$ cat src/hdl/slc_pkg.sv
`timescale 1ns / 1ps
// ----------------------------------------------------------------------------
// slc_pkg
// Shared types, codes and constants of the sliced limit counter.
// ----------------------------------------------------------------------------
package slc_pkg;

   localparam int REQUESTERS = 16;
   localparam int IDX_W      = (REQUESTERS > 1) ? $clog2(REQUESTERS) : 1;
   localparam int SLICE_W    = 16;
   localparam int SUM_W      = SLICE_W + $clog2(REQUESTERS + 1);
   localparam int CNT_W      = 32;
   localparam int DIV_W      = 32;
   localparam int DVSR_W     = 5;
   localparam int DIV_CNT_W  = $clog2(DIV_W + 1);
   localparam int CSR_IDX_W  = 2;
   localparam int CSR_DATA_W = 32;

   localparam logic [CNT_W-1:0]   GLOBAL_LIMIT_RESET   = 32'd10000;
   localparam logic [SLICE_W-1:0] SLICE_CAP_RESET      = 16'd100;
   localparam logic [DVSR_W-1:0]  THREADS_ONLINE_RESET = 5'd1;

   typedef enum logic [CSR_IDX_W-1:0] {
      CSR_GLOBAL_LIMIT   = 2'd0,
      CSR_SLICE_CAP      = 2'd1,
      CSR_THREADS_ONLINE = 2'd2
   } csr_index_type;

   typedef enum logic [1:0] {
      OP_ADD   = 2'd0,
      OP_SUB   = 2'd1,
      OP_FLUSH = 2'd2
   } op_type;

   typedef struct packed {
      logic [1:0]  operation;
      logic [3:0]  requester;
      logic [31:0] delta;
   } req_type;

   typedef struct packed {
      logic        success;
      logic [31:0] total;
   } rsp_type;

   typedef enum logic [2:0] {
      ST_IDLE,
      ST_CHECK,
      ST_FOLD,
      ST_GLOBAL,
      ST_HEAD,
      ST_DIV,
      ST_REFILL,
      ST_RESP
   } state_type;

   typedef struct packed {
      logic load_item;
      logic do_local;
      logic do_fold;
      logic do_global;
      logic div_start;
      logic do_refill;
      logic ok_set;
      logic ok_clr;
   } cmd_type;

   typedef struct packed {
      logic [1:0] op;
      logic       req_ok;
      logic       local_ok;
      logic       global_ok;
      logic       div_done;
   } status_type;

endpackage

$ cat src/hdl/slc_divider.sv
`timescale 1ns / 1ps
// ----------------------------------------------------------------------------
// slc_divider
// Restoring divider, one quotient bit per cycle, for the slice share.
// ----------------------------------------------------------------------------
module slc_divider
   import slc_pkg::*;
(
   input  logic                 clock,
   input  logic                 reset,
   input  logic                 div_start,
   input  logic [DIV_W-1:0]     dividend,
   input  logic [DVSR_W-1:0]    divisor,
   output logic                 div_done,
   output logic [DIV_W-1:0]     quotient
);

   logic [DIV_CNT_W-1:0] count_ff, count_in;
   logic [DIV_W-1:0]     work_ff, work_in;
   logic [DVSR_W-1:0]    rem_ff, rem_in;
   logic [DVSR_W:0]      trial;

   always_comb begin
      trial    = {rem_ff, work_ff[DIV_W-1]};
      count_in = count_ff;
      work_in  = work_ff;
      rem_in   = rem_ff;
      if (div_start) begin
         count_in = DIV_CNT_W'(DIV_W);
         work_in  = dividend;
         rem_in   = '0;
      end else if (count_ff != '0) begin
         count_in = count_ff - 1'b1;
         if (trial >= {1'b0, divisor}) begin
            rem_in  = DVSR_W'(trial - {1'b0, divisor});
            work_in = {work_ff[DIV_W-2:0], 1'b1};
         end else begin
            rem_in  = trial[DVSR_W-1:0];
            work_in = {work_ff[DIV_W-2:0], 1'b0};
         end
      end
   end

   always_ff @(posedge clock) begin
      if (reset) begin
         count_ff <= '0;
      end else begin
         count_ff <= count_in;
      end
      work_ff <= work_in;
      rem_ff  <= rem_in;
   end

   assign div_done = (count_ff == '0);
   assign quotient = work_ff;

endmodule

$ cat src/hdl/slc_datapath.sv
`timescale 1ns / 1ps
// ----------------------------------------------------------------------------
// slc_datapath
// Configuration, global count, reserve and slice registers with their update
// logic, and the divider that sizes a refilled slice.
// ----------------------------------------------------------------------------
module slc_datapath
   import slc_pkg::*;
(
   input  logic                  clock,
   input  logic                  reset,
   input  req_type               req_data,
   input  logic                  csr_write,
   input  logic [CSR_IDX_W-1:0]  csr_index,
   input  logic [CSR_DATA_W-1:0] csr_wdata,
   input  cmd_type               cmd,
   output status_type            status,
   output rsp_type               rsp_data
);

   logic [CNT_W-1:0]   global_limit_ff;
   logic [SLICE_W-1:0] slice_cap_ff;
   logic [DVSR_W-1:0]  threads_online_ff;

   req_type            item_ff;
   logic               ok_ff, ok_in;
   logic [CNT_W-1:0]   gc_ff, gc_in;
   logic [CNT_W-1:0]   res_ff, res_in;
   logic [SUM_W-1:0]   sum_ff, sum_in;
   logic [SLICE_W-1:0] slice_cnt_ff [REQUESTERS];
   logic [SLICE_W-1:0] slice_lim_ff [REQUESTERS];
   logic [SLICE_W-1:0] slice_cnt_in, slice_lim_in;
   logic               slice_we;

   logic [IDX_W-1:0]   idx;
   logic [SLICE_W-1:0] cur_cnt, cur_lim, room;
   logic [CNT_W:0]     used, fold_sum, tot_sum;
   logic [CNT_W-1:0]   head;
   logic [DVSR_W-1:0]  divisor;
   logic               div_done;
   logic [DIV_W-1:0]   quotient;
   logic [SLICE_W-1:0] lim_new, cnt_half, cnt_new;

   slc_divider u_divider (
      .clock     (clock),
      .reset     (reset),
      .div_start (cmd.div_start),
      .dividend  (head),
      .divisor   (divisor),
      .div_done  (div_done),
      .quotient  (quotient)
   );

   always_comb begin
      idx      = item_ff.requester[IDX_W-1:0];
      cur_cnt  = slice_cnt_ff[idx];
      cur_lim  = slice_lim_ff[idx];
      room     = (cur_lim > cur_cnt) ? SLICE_W'(cur_lim - cur_cnt) : '0;
      used     = {1'b0, gc_ff} + {1'b0, res_ff};
      head     = (used >= {1'b0, global_limit_ff}) ? '0
                 : CNT_W'(global_limit_ff - used[CNT_W-1:0]);
      divisor  = (threads_online_ff == '0) ? DVSR_W'(1) : threads_online_ff;
      lim_new  = (quotient > {16'd0, slice_cap_ff}) ? slice_cap_ff
                 : quotient[SLICE_W-1:0];
      cnt_half = {1'b0, lim_new[SLICE_W-1:1]};
      cnt_new  = ({16'd0, cnt_half} > gc_ff) ? gc_ff[SLICE_W-1:0] : cnt_half;
      fold_sum = {1'b0, gc_ff} + {17'd0, cur_cnt};
      tot_sum  = {1'b0, gc_ff} + (CNT_W + 1)'(sum_ff);

      status.op       = item_ff.operation;
      status.req_ok   = (int'(item_ff.requester) < REQUESTERS);
      status.local_ok = (item_ff.operation == OP_ADD)
                        ? ({16'd0, room} >= item_ff.delta)
                        : ({16'd0, cur_cnt} >= item_ff.delta);
      status.global_ok = (item_ff.operation == OP_ADD)
                         ? (head >= item_ff.delta)
                         : (gc_ff >= item_ff.delta);
      status.div_done = div_done;

      rsp_data.success = ok_ff;
      rsp_data.total   = tot_sum[CNT_W] ? '1 : tot_sum[CNT_W-1:0];
   end

   always_comb begin
      ok_in        = ok_ff;
      gc_in        = gc_ff;
      res_in       = res_ff;
      sum_in       = sum_ff;
      slice_we     = 1'b0;
      slice_cnt_in = cur_cnt;
      slice_lim_in = cur_lim;
      if (cmd.ok_set) begin
         ok_in = 1'b1;
      end else if (cmd.ok_clr) begin
         ok_in = 1'b0;
      end
      if (cmd.do_local) begin
         slice_we = 1'b1;
         if (item_ff.operation == OP_ADD) begin
            slice_cnt_in = cur_cnt + item_ff.delta[SLICE_W-1:0];
            sum_in       = sum_ff + SUM_W'(item_ff.delta[SLICE_W-1:0]);
         end else begin
            slice_cnt_in = cur_cnt - item_ff.delta[SLICE_W-1:0];
            sum_in       = sum_ff - SUM_W'(item_ff.delta[SLICE_W-1:0]);
         end
      end
      if (cmd.do_fold) begin
         slice_we     = 1'b1;
         slice_cnt_in = '0;
         slice_lim_in = '0;
         gc_in        = fold_sum[CNT_W] ? '1 : fold_sum[CNT_W-1:0];
         res_in       = (res_ff >= {16'd0, cur_lim}) ? (res_ff - {16'd0, cur_lim}) : '0;
         sum_in       = sum_ff - SUM_W'(cur_cnt);
      end
      if (cmd.do_global) begin
         if (item_ff.operation == OP_ADD) begin
            gc_in = gc_ff + item_ff.delta;
         end else begin
            gc_in = gc_ff - item_ff.delta;
         end
      end
      if (cmd.do_refill) begin
         slice_we     = 1'b1;
         slice_lim_in = lim_new;
         slice_cnt_in = cnt_new;
         res_in       = res_ff + {16'd0, lim_new};
         gc_in        = gc_ff - {16'd0, cnt_new};
         sum_in       = sum_ff + SUM_W'(cnt_new);
      end
   end

   always_ff @(posedge clock) begin
      if (reset) begin
         global_limit_ff   <= GLOBAL_LIMIT_RESET;
         slice_cap_ff      <= SLICE_CAP_RESET;
         threads_online_ff <= THREADS_ONLINE_RESET;
         ok_ff             <= 1'b0;
         gc_ff             <= '0;
         res_ff            <= '0;
         sum_ff            <= '0;
         for (int i = 0; i < REQUESTERS; i++) begin
            slice_cnt_ff[i] <= '0;
            slice_lim_ff[i] <= '0;
         end
      end else begin
         if (csr_write) begin
            unique case (csr_index)
               CSR_GLOBAL_LIMIT:   global_limit_ff   <= csr_wdata;
               CSR_SLICE_CAP:      slice_cap_ff      <= csr_wdata[SLICE_W-1:0];
               CSR_THREADS_ONLINE: threads_online_ff <= csr_wdata[DVSR_W-1:0];
               default: ;
            endcase
         end
         ok_ff  <= ok_in;
         gc_ff  <= gc_in;
         res_ff <= res_in;
         sum_ff <= sum_in;
         if (slice_we) begin
            slice_cnt_ff[idx] <= slice_cnt_in;
            slice_lim_ff[idx] <= slice_lim_in;
         end
      end
   end

   always_ff @(posedge clock) begin
      if (cmd.load_item) begin
         item_ff <= req_data;
      end
   end

`ifndef ASSERT_OFF
   a_local_add_fits: assert property (@(posedge clock) disable iff (reset)
      (cmd.do_local && item_ff.operation == OP_ADD)
      |=> slice_cnt_ff[idx] <= slice_lim_ff[idx])
      else $error("Local add left a slice count above its limit.");

   a_refill_cap: assert property (@(posedge clock) disable iff (reset)
      cmd.do_refill |=> slice_lim_ff[idx] <= slice_cap_ff)
      else $error("Refilled slice limit exceeds the slice cap.");

   a_refill_half: assert property (@(posedge clock) disable iff (reset)
      cmd.do_refill |=> slice_cnt_ff[idx] <= (slice_lim_ff[idx] >> 1))
      else $error("Refilled slice count exceeds half of its limit.");
`endif

endmodule

$ cat src/hdl/slc_ctrl.sv
`timescale 1ns / 1ps
// ----------------------------------------------------------------------------
// slc_ctrl
// Sequencer that walks an item through the local check, fold, global check,
// division and refill steps and issues the datapath commands.
// ----------------------------------------------------------------------------
module slc_ctrl
   import slc_pkg::*;
(
   input  logic       clock,
   input  logic       reset,
   input  logic       start,
   input  status_type status,
   output logic       busy,
   output logic       rsp_valid,
   output cmd_type    cmd
);

   state_type state_ff, state_in;

   always_ff @(posedge clock) begin
      if (reset) begin
         state_ff <= ST_IDLE;
      end else begin
         state_ff <= state_in;
      end
   end

   always_comb begin
      state_in  = state_ff;
      cmd       = '0;
      busy      = 1'b1;
      rsp_valid = 1'b0;
      unique case (state_ff)
         ST_IDLE: begin
            busy = 1'b0;
            if (start) begin
               cmd.load_item = 1'b1;
               state_in      = ST_CHECK;
            end
         end
         ST_CHECK: begin
            if (!status.req_ok || (status.op != OP_ADD && status.op != OP_SUB &&
                                   status.op != OP_FLUSH)) begin
               cmd.ok_clr = 1'b1;
               state_in   = ST_RESP;
            end else if (status.op == OP_FLUSH || !status.local_ok) begin
               state_in = ST_FOLD;
            end else begin
               cmd.do_local = 1'b1;
               cmd.ok_set   = 1'b1;
               state_in     = ST_RESP;
            end
         end
         ST_FOLD: begin
            cmd.do_fold = 1'b1;
            if (status.op == OP_FLUSH) begin
               cmd.ok_set = 1'b1;
               state_in   = ST_RESP;
            end else begin
               state_in = ST_GLOBAL;
            end
         end
         ST_GLOBAL: begin
            if (status.global_ok) begin
               cmd.do_global = 1'b1;
               state_in      = ST_HEAD;
            end else begin
               cmd.ok_clr = 1'b1;
               state_in   = ST_RESP;
            end
         end
         ST_HEAD: begin
            cmd.div_start = 1'b1;
            state_in      = ST_DIV;
         end
         ST_DIV: begin
            if (status.div_done) begin
               state_in = ST_REFILL;
            end
         end
         ST_REFILL: begin
            cmd.do_refill = 1'b1;
            cmd.ok_set    = 1'b1;
            state_in      = ST_RESP;
         end
         ST_RESP: begin
            busy      = 1'b0;
            rsp_valid = 1'b1;
            if (start) begin
               cmd.load_item = 1'b1;
               state_in      = ST_CHECK;
            end else begin
               state_in = ST_IDLE;
            end
         end
         default: begin
            state_in = ST_IDLE;
         end
      endcase
   end

`ifndef ASSERT_OFF
   a_resp_source: assert property (@(posedge clock) disable iff (reset)
      (state_ff == ST_RESP) |-> ($past(state_ff) == ST_CHECK ||
                                 $past(state_ff) == ST_FOLD ||
                                 $past(state_ff) == ST_GLOBAL ||
                                 $past(state_ff) == ST_REFILL))
      else $error("Result strobe without a deciding step before it.");

   a_div_runs: assert property (@(posedge clock) disable iff (reset)
      cmd.div_start |=> !status.div_done)
      else $error("Divider reports done right after a start.");

   a_refill_after_div: assert property (@(posedge clock) disable iff (reset)
      cmd.do_refill |-> ($past(state_ff) == ST_DIV && $past(status.div_done)))
      else $error("Slice refill without a finished division.");
`endif

endmodule

$ cat src/hdl/sliced_limit_counter_unit.sv
`timescale 1ns / 1ps
// ----------------------------------------------------------------------------
// sliced_limit_counter_unit
// Bounded shared counter with per-requester slices refilled from the global
// headroom.
// ----------------------------------------------------------------------------
// Channel   Ports                           Transfer
// request   start, busy, req_data           start high while busy is low
// result    rsp_valid, rsp_data             every cycle rsp_valid is high
// config    csr_write, csr_index, csr_wdata every cycle csr_write is high
//
// A local add or subtract, or an unused operation code, shows its result after
// the check step; a flush also passes the fold step, and a refused global check
// passes the fold and global steps. A slice refill passes the check, fold, global,
// head, division and refill steps; its divider makes one quotient bit per cycle.
// A new request is taken in the cycle its predecessor's result is shown.
// Synchronous reset returns control, config, counts and slices to reset values;
// the receiver cannot stall.
module sliced_limit_counter_unit
   import slc_pkg::*;
(
   input  logic                  clock,
   input  logic                  reset,
   input  logic                  start,
   output logic                  busy,
   input  req_type               req_data,
   output logic                  rsp_valid,
   output rsp_type               rsp_data,
   input  logic                  csr_write,
   input  logic [CSR_IDX_W-1:0]  csr_index,
   input  logic [CSR_DATA_W-1:0] csr_wdata
);

   cmd_type    cmd;
   status_type status;

   slc_ctrl u_ctrl (
      .clock     (clock),
      .reset     (reset),
      .start     (start),
      .status    (status),
      .busy      (busy),
      .rsp_valid (rsp_valid),
      .cmd       (cmd)
   );

   slc_datapath u_datapath (
      .clock     (clock),
      .reset     (reset),
      .req_data  (req_data),
      .csr_write (csr_write),
      .csr_index (csr_index),
      .csr_wdata (csr_wdata),
      .cmd       (cmd),
      .status    (status),
      .rsp_data  (rsp_data)
   );

endmodule
$ cat config.mk
export PLATFORM = sky130hd
export DESIGN_NAME = sliced_limit_counter_unit
export DESIGN_NICKNAME = d
export VERILOG_FILES = /design/src/hdl/slc_pkg.sv /design/src/hdl/slc_divider.sv /design/src/hdl/slc_datapath.sv /design/src/hdl/slc_ctrl.sv /design/src/hdl/sliced_limit_counter_unit.sv
export SDC_FILE = /design/constraint.sdc
export NUM_CORES = 2
export LEC_CHECK = 0
export BUFFER_PORTS_ARGS = -buffer_cell sky130_fd_sc_hd__buf_2
export CORE_MARGIN = 4
export CORE_UTILIZATION = 50
export DETAILED_ROUTE_END_ITERATION = 8
export GPL_TIMING_DRIVEN = 0
export PLACE_DENSITY = 0.69
export SLEW_MARGIN = 20
export SYNTH_ARGS = -nofsm -noshare
export SYNTH_HDL_FRONTEND = slang
export SYNTH_HIERARCHICAL = 1
export SYNTH_SLANG_ARGS = --single-unit
$ cat constraint.sdc
create_clock -name clock -period 12.19 [get_ports clock]
set_input_delay 1.8285 -clock clock [delete_from_list [all_inputs] [get_ports clock]]
set_output_delay 1.8285 -clock clock [all_outputs]
set_load 0.01 [all_outputs]
==> impl_metrics.py <==
metrics = {
    "status": {
        "status": "finished, violations left",
        "violations": "DRC",
    },
    "critical_path": {
        "path_common_cell": "a21oi_1",
        "rr_endpoint": "u_datapath/slice_lim_ff[12][12]",
        "startpoint_type": "flop",
        "crit_required_ns": 12.54,
        "rr_worst_depth": 43,
        "cp_max_fo": 20,
        "path_class": "reg -> reg",
        "endpoint_kind": "flop",
        "reg2reg_slack_ns": 0.53,
        "cp.arrival_ns": 12.02,
        "crit_path_top_delay_cell": "clkbuf_2",
        "max_stage_delay_ns": 0.62,
    },
    "yosys": {
        "ys_seq_area_share_pct": 41.2,
        "synth_area_leaders": "edfxtp_1 35%, ha_1 10%, mux4_2 7.0%",
        "synth_ff_type": "edfxtp_1",
        "ys_warn_count": 6,
        "synthArstFlopShare_pct": 0,
        "synth_largest_area_cell": "edfxtp_1",
        "synth-edff-count": 582,
        "synth_area_per_cell_um2": 9.88,
        "synthMostInstantiatedCell": "nor2_1",
        "ys_ff_latch": 739,
        "synth_top_area_share_pct": 34.9,
        "synth_fp_nets": 5549,
        "netlist_instances": 5062,
        "yosys-top-cells-count": "813 x nor2_1, 582 x edfxtp_1, 398 x ha_1, 355 x nand2_1, 338 x a21oi_1",
        "synth_cell_types": 104,
        "synth_area_um2": 50000,
    },
    "clock_tree": {
        "cts.sink_count": 739,
        "cts_tree": "built",
        "cts_buffers": 83,
        "h-tree-depth": 3,
        "cts_setup_buffers": 0,
        "insertion_delay_ns": 0.68,
        "clockBufferDepth": 3,
        "clk_pin_slew_ns": 0.06,
        "root_buffer": "clkbuf_16",
    },
    "power_and_ir_drop": {
        "intPower_mw": 7.86,
        "leakagePower_nw": 22.0,
        "p_sw_share_pct": 47.7,
        "power.switching_mw": 7.16,
        "p_seq_share_pct": 22.7,
        "max-vdd-ir-drop_v": 0.000177,
        "power_density_nw_per_um2": 271,
        "combinationalPowerShare_pct": 60.7,
        "clkPwrFrac_pct": 16.6,
    },
    "route": {
        "drcViolationCount": 1,
        "ant_nets": 0,
        "vias_per_cell": 6.32,
        "wirelength_um": 171000,
        "wl_per_cell_um": 25.9,
        "drt_pass1_iterations": 9,
        "vias": 41800,
        "drt_iter0_drc": 4550,
    },
    "timing": {
        "finalMaxSlewViolations": 0,
        "finClkSkew_ns": 0.0271,
        "max-slew-margin-rel_pct": 22.2,
        "fmax_ghz": 0.0858,
        "worst_slew_pin_slew_ns": 1.16,
        "rsz0062_at_grt": "no",
        "fin_crit_sh_pct": 95.7,
        "fin_crit_ns": 11.66,
        "hold_violations": 0,
        "setup_viol": 0,
    },
    "cells_and_area": {
        "stdcell_count": 6625,
        "syn2layout_area_growth_pct": 10.6,
        "drive_above_1_share_pct": 11.0,
        "fillers": 8637,
        "final_cell_area_um2": 55300,
        "fin_nets": 5759,
        "multi_input_area_um2": 27300,
        "regArea_um2": 20600,
    },
    "min_path": {
        "hp-class": "reg -> reg",
        "min_to": "u_datapath/global_limit_ff[31]",
        "worstHoldStart": "u_datapath/global_limit_ff[31]",
        "min_path_cells": 2,
    },
    "global_routing": {
        "grt_pass1_vias": 40400,
        "grt_pass1_wl_um": 253000,
        "grt_overflow": 0,
        "grtUsageTotal_pct": 31.6,
        "grt_max_degree": 33,
        "antenna_found_initial": 3,
    },
    "floorplanning": {
        "ios": 111,
        "row_count": 115,
        "dieArea_um2": 105000,
        "initial_core_util_pct": 50.6,
        "core_area_um2": 98900,
        "die_h_um": 324,
        "die-width_um": 324,
    },
    "placement": {
        "dp.cells": 6476,
        "hpwl_um": 129000,
        "gp_congestion": 0.986,
        "placed_area_um2": 52600,
        "portBuffers": 110,
    },
    "job": {
        "maxCapViolations": 0,
    },
}
## what timing repair did
| item | 4_1_cts | 5_1_grt |
|---|---|---|
| setup endpoints to repair | 933 | 952 |
| gates resized for setup | 5 | 5 |
| pin swaps | 0 | 0 |
| hold buffers | 0 | 0 |
## sequential cells by signal, summed over array words and instances, names as in the netlist, named ones only
name / flops
u_datapath/slice_cnt_ff: 256
u_datapath/slice_lim_ff: 256
u_datapath/gc_ff: 32
u_datapath/global_limit_ff: 32
u_datapath/item_ff: 32
u_datapath/res_ff: 32
u_datapath/u_divider/quotient: 32
u_datapath/sum_ff: 21
u_datapath/slice_cap_ff: 16
u_datapath/u_divider/count_ff: 6
u_datapath/threads_online_ff: 5
u_datapath/u_divider/rem_ff: 5
u_datapath/idx: 4
u_ctrl/state_ff: 3
u_datapath/status: 2
u_datapath/ok_ff: 1
## layer usage
metal | global-route usage [%] | vias up | wire (um)
li1 | - | 18900 | -
met1 | 39.5 | 20200 | 65200
met2 | 51.8 | 2245 | 79300
met3 | 5.92 | 482 | 16000
met4 | 17.4 | 0 | 10800
met5 | 0 | - | 0
## layout make-up
type                            count  share of cell area [%]
Antenna cell                        3                  0.0136
Buffer                            273                    2.05
Clock buffer                      114                    4.07
Clock inverter                     34                   0.737
Inverter                          290                    1.97
Multi-Input combinational cell   3758                    49.4
Sequential cell                   739                    37.3
Tap cell                         1287                    2.91
Timing Repair Buffer              127                    1.60
## cells by family after synthesis
group,synth area share (%)
AO/OA/AOI/OAI,14.7
multiplexers,9.30
buffers and inverters,4.44
flip-flops,41.2
AND/OR/NAND/NOR,15.5
other,0.00750
adder cells (fa/ha/maj),10.5
XOR/XNOR,4.41
## how the worst max path moves through the flow
stage / start / endpoint / slack, ns
6_report: flop / u_datapath/slice_lim_ff[12][12] / 0.53
3_5_place_dp: flop / u_datapath/slice_cnt_ff[1][13] / -0.54
2_1_floorplan: flop / u_datapath/slice_cnt_ff[14][0] / 2.99
3_3_place_gp: flop / u_datapath/slice_lim_ff[2][0] / -1.32
5_1_grt: flop / u_datapath/slice_lim_ff[12][11] / 0.1
4_1_cts: flop / u_datapath/slice_lim_ff[9][12] / 0.04
## stage by stage
step	utilization, %	worst slack (ns)	hold WS [ns]	power [mW]	TNS (ns)
final	56.0	0.529	0.470	15.0	0
after global routing	56.0	0.0978	0.492	16.0	0
after CTS	55.9	0.0392	0.469	14.8	0
after detailed placement	53.2	-0.541	0.462	12.3	-230.03
after global placement	52.8	-1.32	0.448	12.1	-610.79
after floorplan	-	2.99	0.436	9.61	0
## power groups by stage
stage                     Sequential [mW]  Combinational, mW  Clock, mW
after CTS                            3.40               8.92       2.53
final                                3.41               9.12       2.49
after detailed placement             3.45               8.85          0
after floorplan                      3.29               6.33          0
after global placement               3.45               8.68          0
after global routing                 3.43               9.93       2.62
## cell usage in the layout, fill, tap and decap left out, types with 46 or more instances in the layout
| master | synthesis | layout |
|---|---|---|
| xnor2_1 | 167 | 167 |
| nor2b_1 | 51 | 51 |
| o21ai_0 | 207 | 207 |
| nand2b_1 | 72 | 56 |
| nor2_1 | 813 | 811 |
| mux4_2 | 155 | 155 |
| a21oi_1 | 338 | 338 |
| inv_1 | 288 | 288 |
| a31oi_1 | 46 | 46 |
| nand2_1 | 355 | 354 |
| nand3_1 | 78 | 78 |
| nor3_1 | 98 | 98 |
| ha_1 | 398 | 398 |
| a21o_1 | 124 | 124 |
| clkbuf_1 | 227 | 244 |
| edfxtp_1 | 582 | 582 |
| dfxtp_1 | 157 | 157 |
| mux2_2 | 71 | 71 |
| clkbuf_16 | 0 | 83 |
| buf_2 | 16 | 127 |
| xor2_1 | 85 | 85 |
## critical path: cells and delay by family (launching register included)
kind                       cells  cell delay [ns]
buffers and inverters          9             3.30
and+or+nand+nor               12             3.03
AOI/OAI and AO/OA             17             2.82
muxes                          2             1.00
adders and majority gates      3             0.81
DFF                            1             0.30
(Power assumes the default switching activity.)
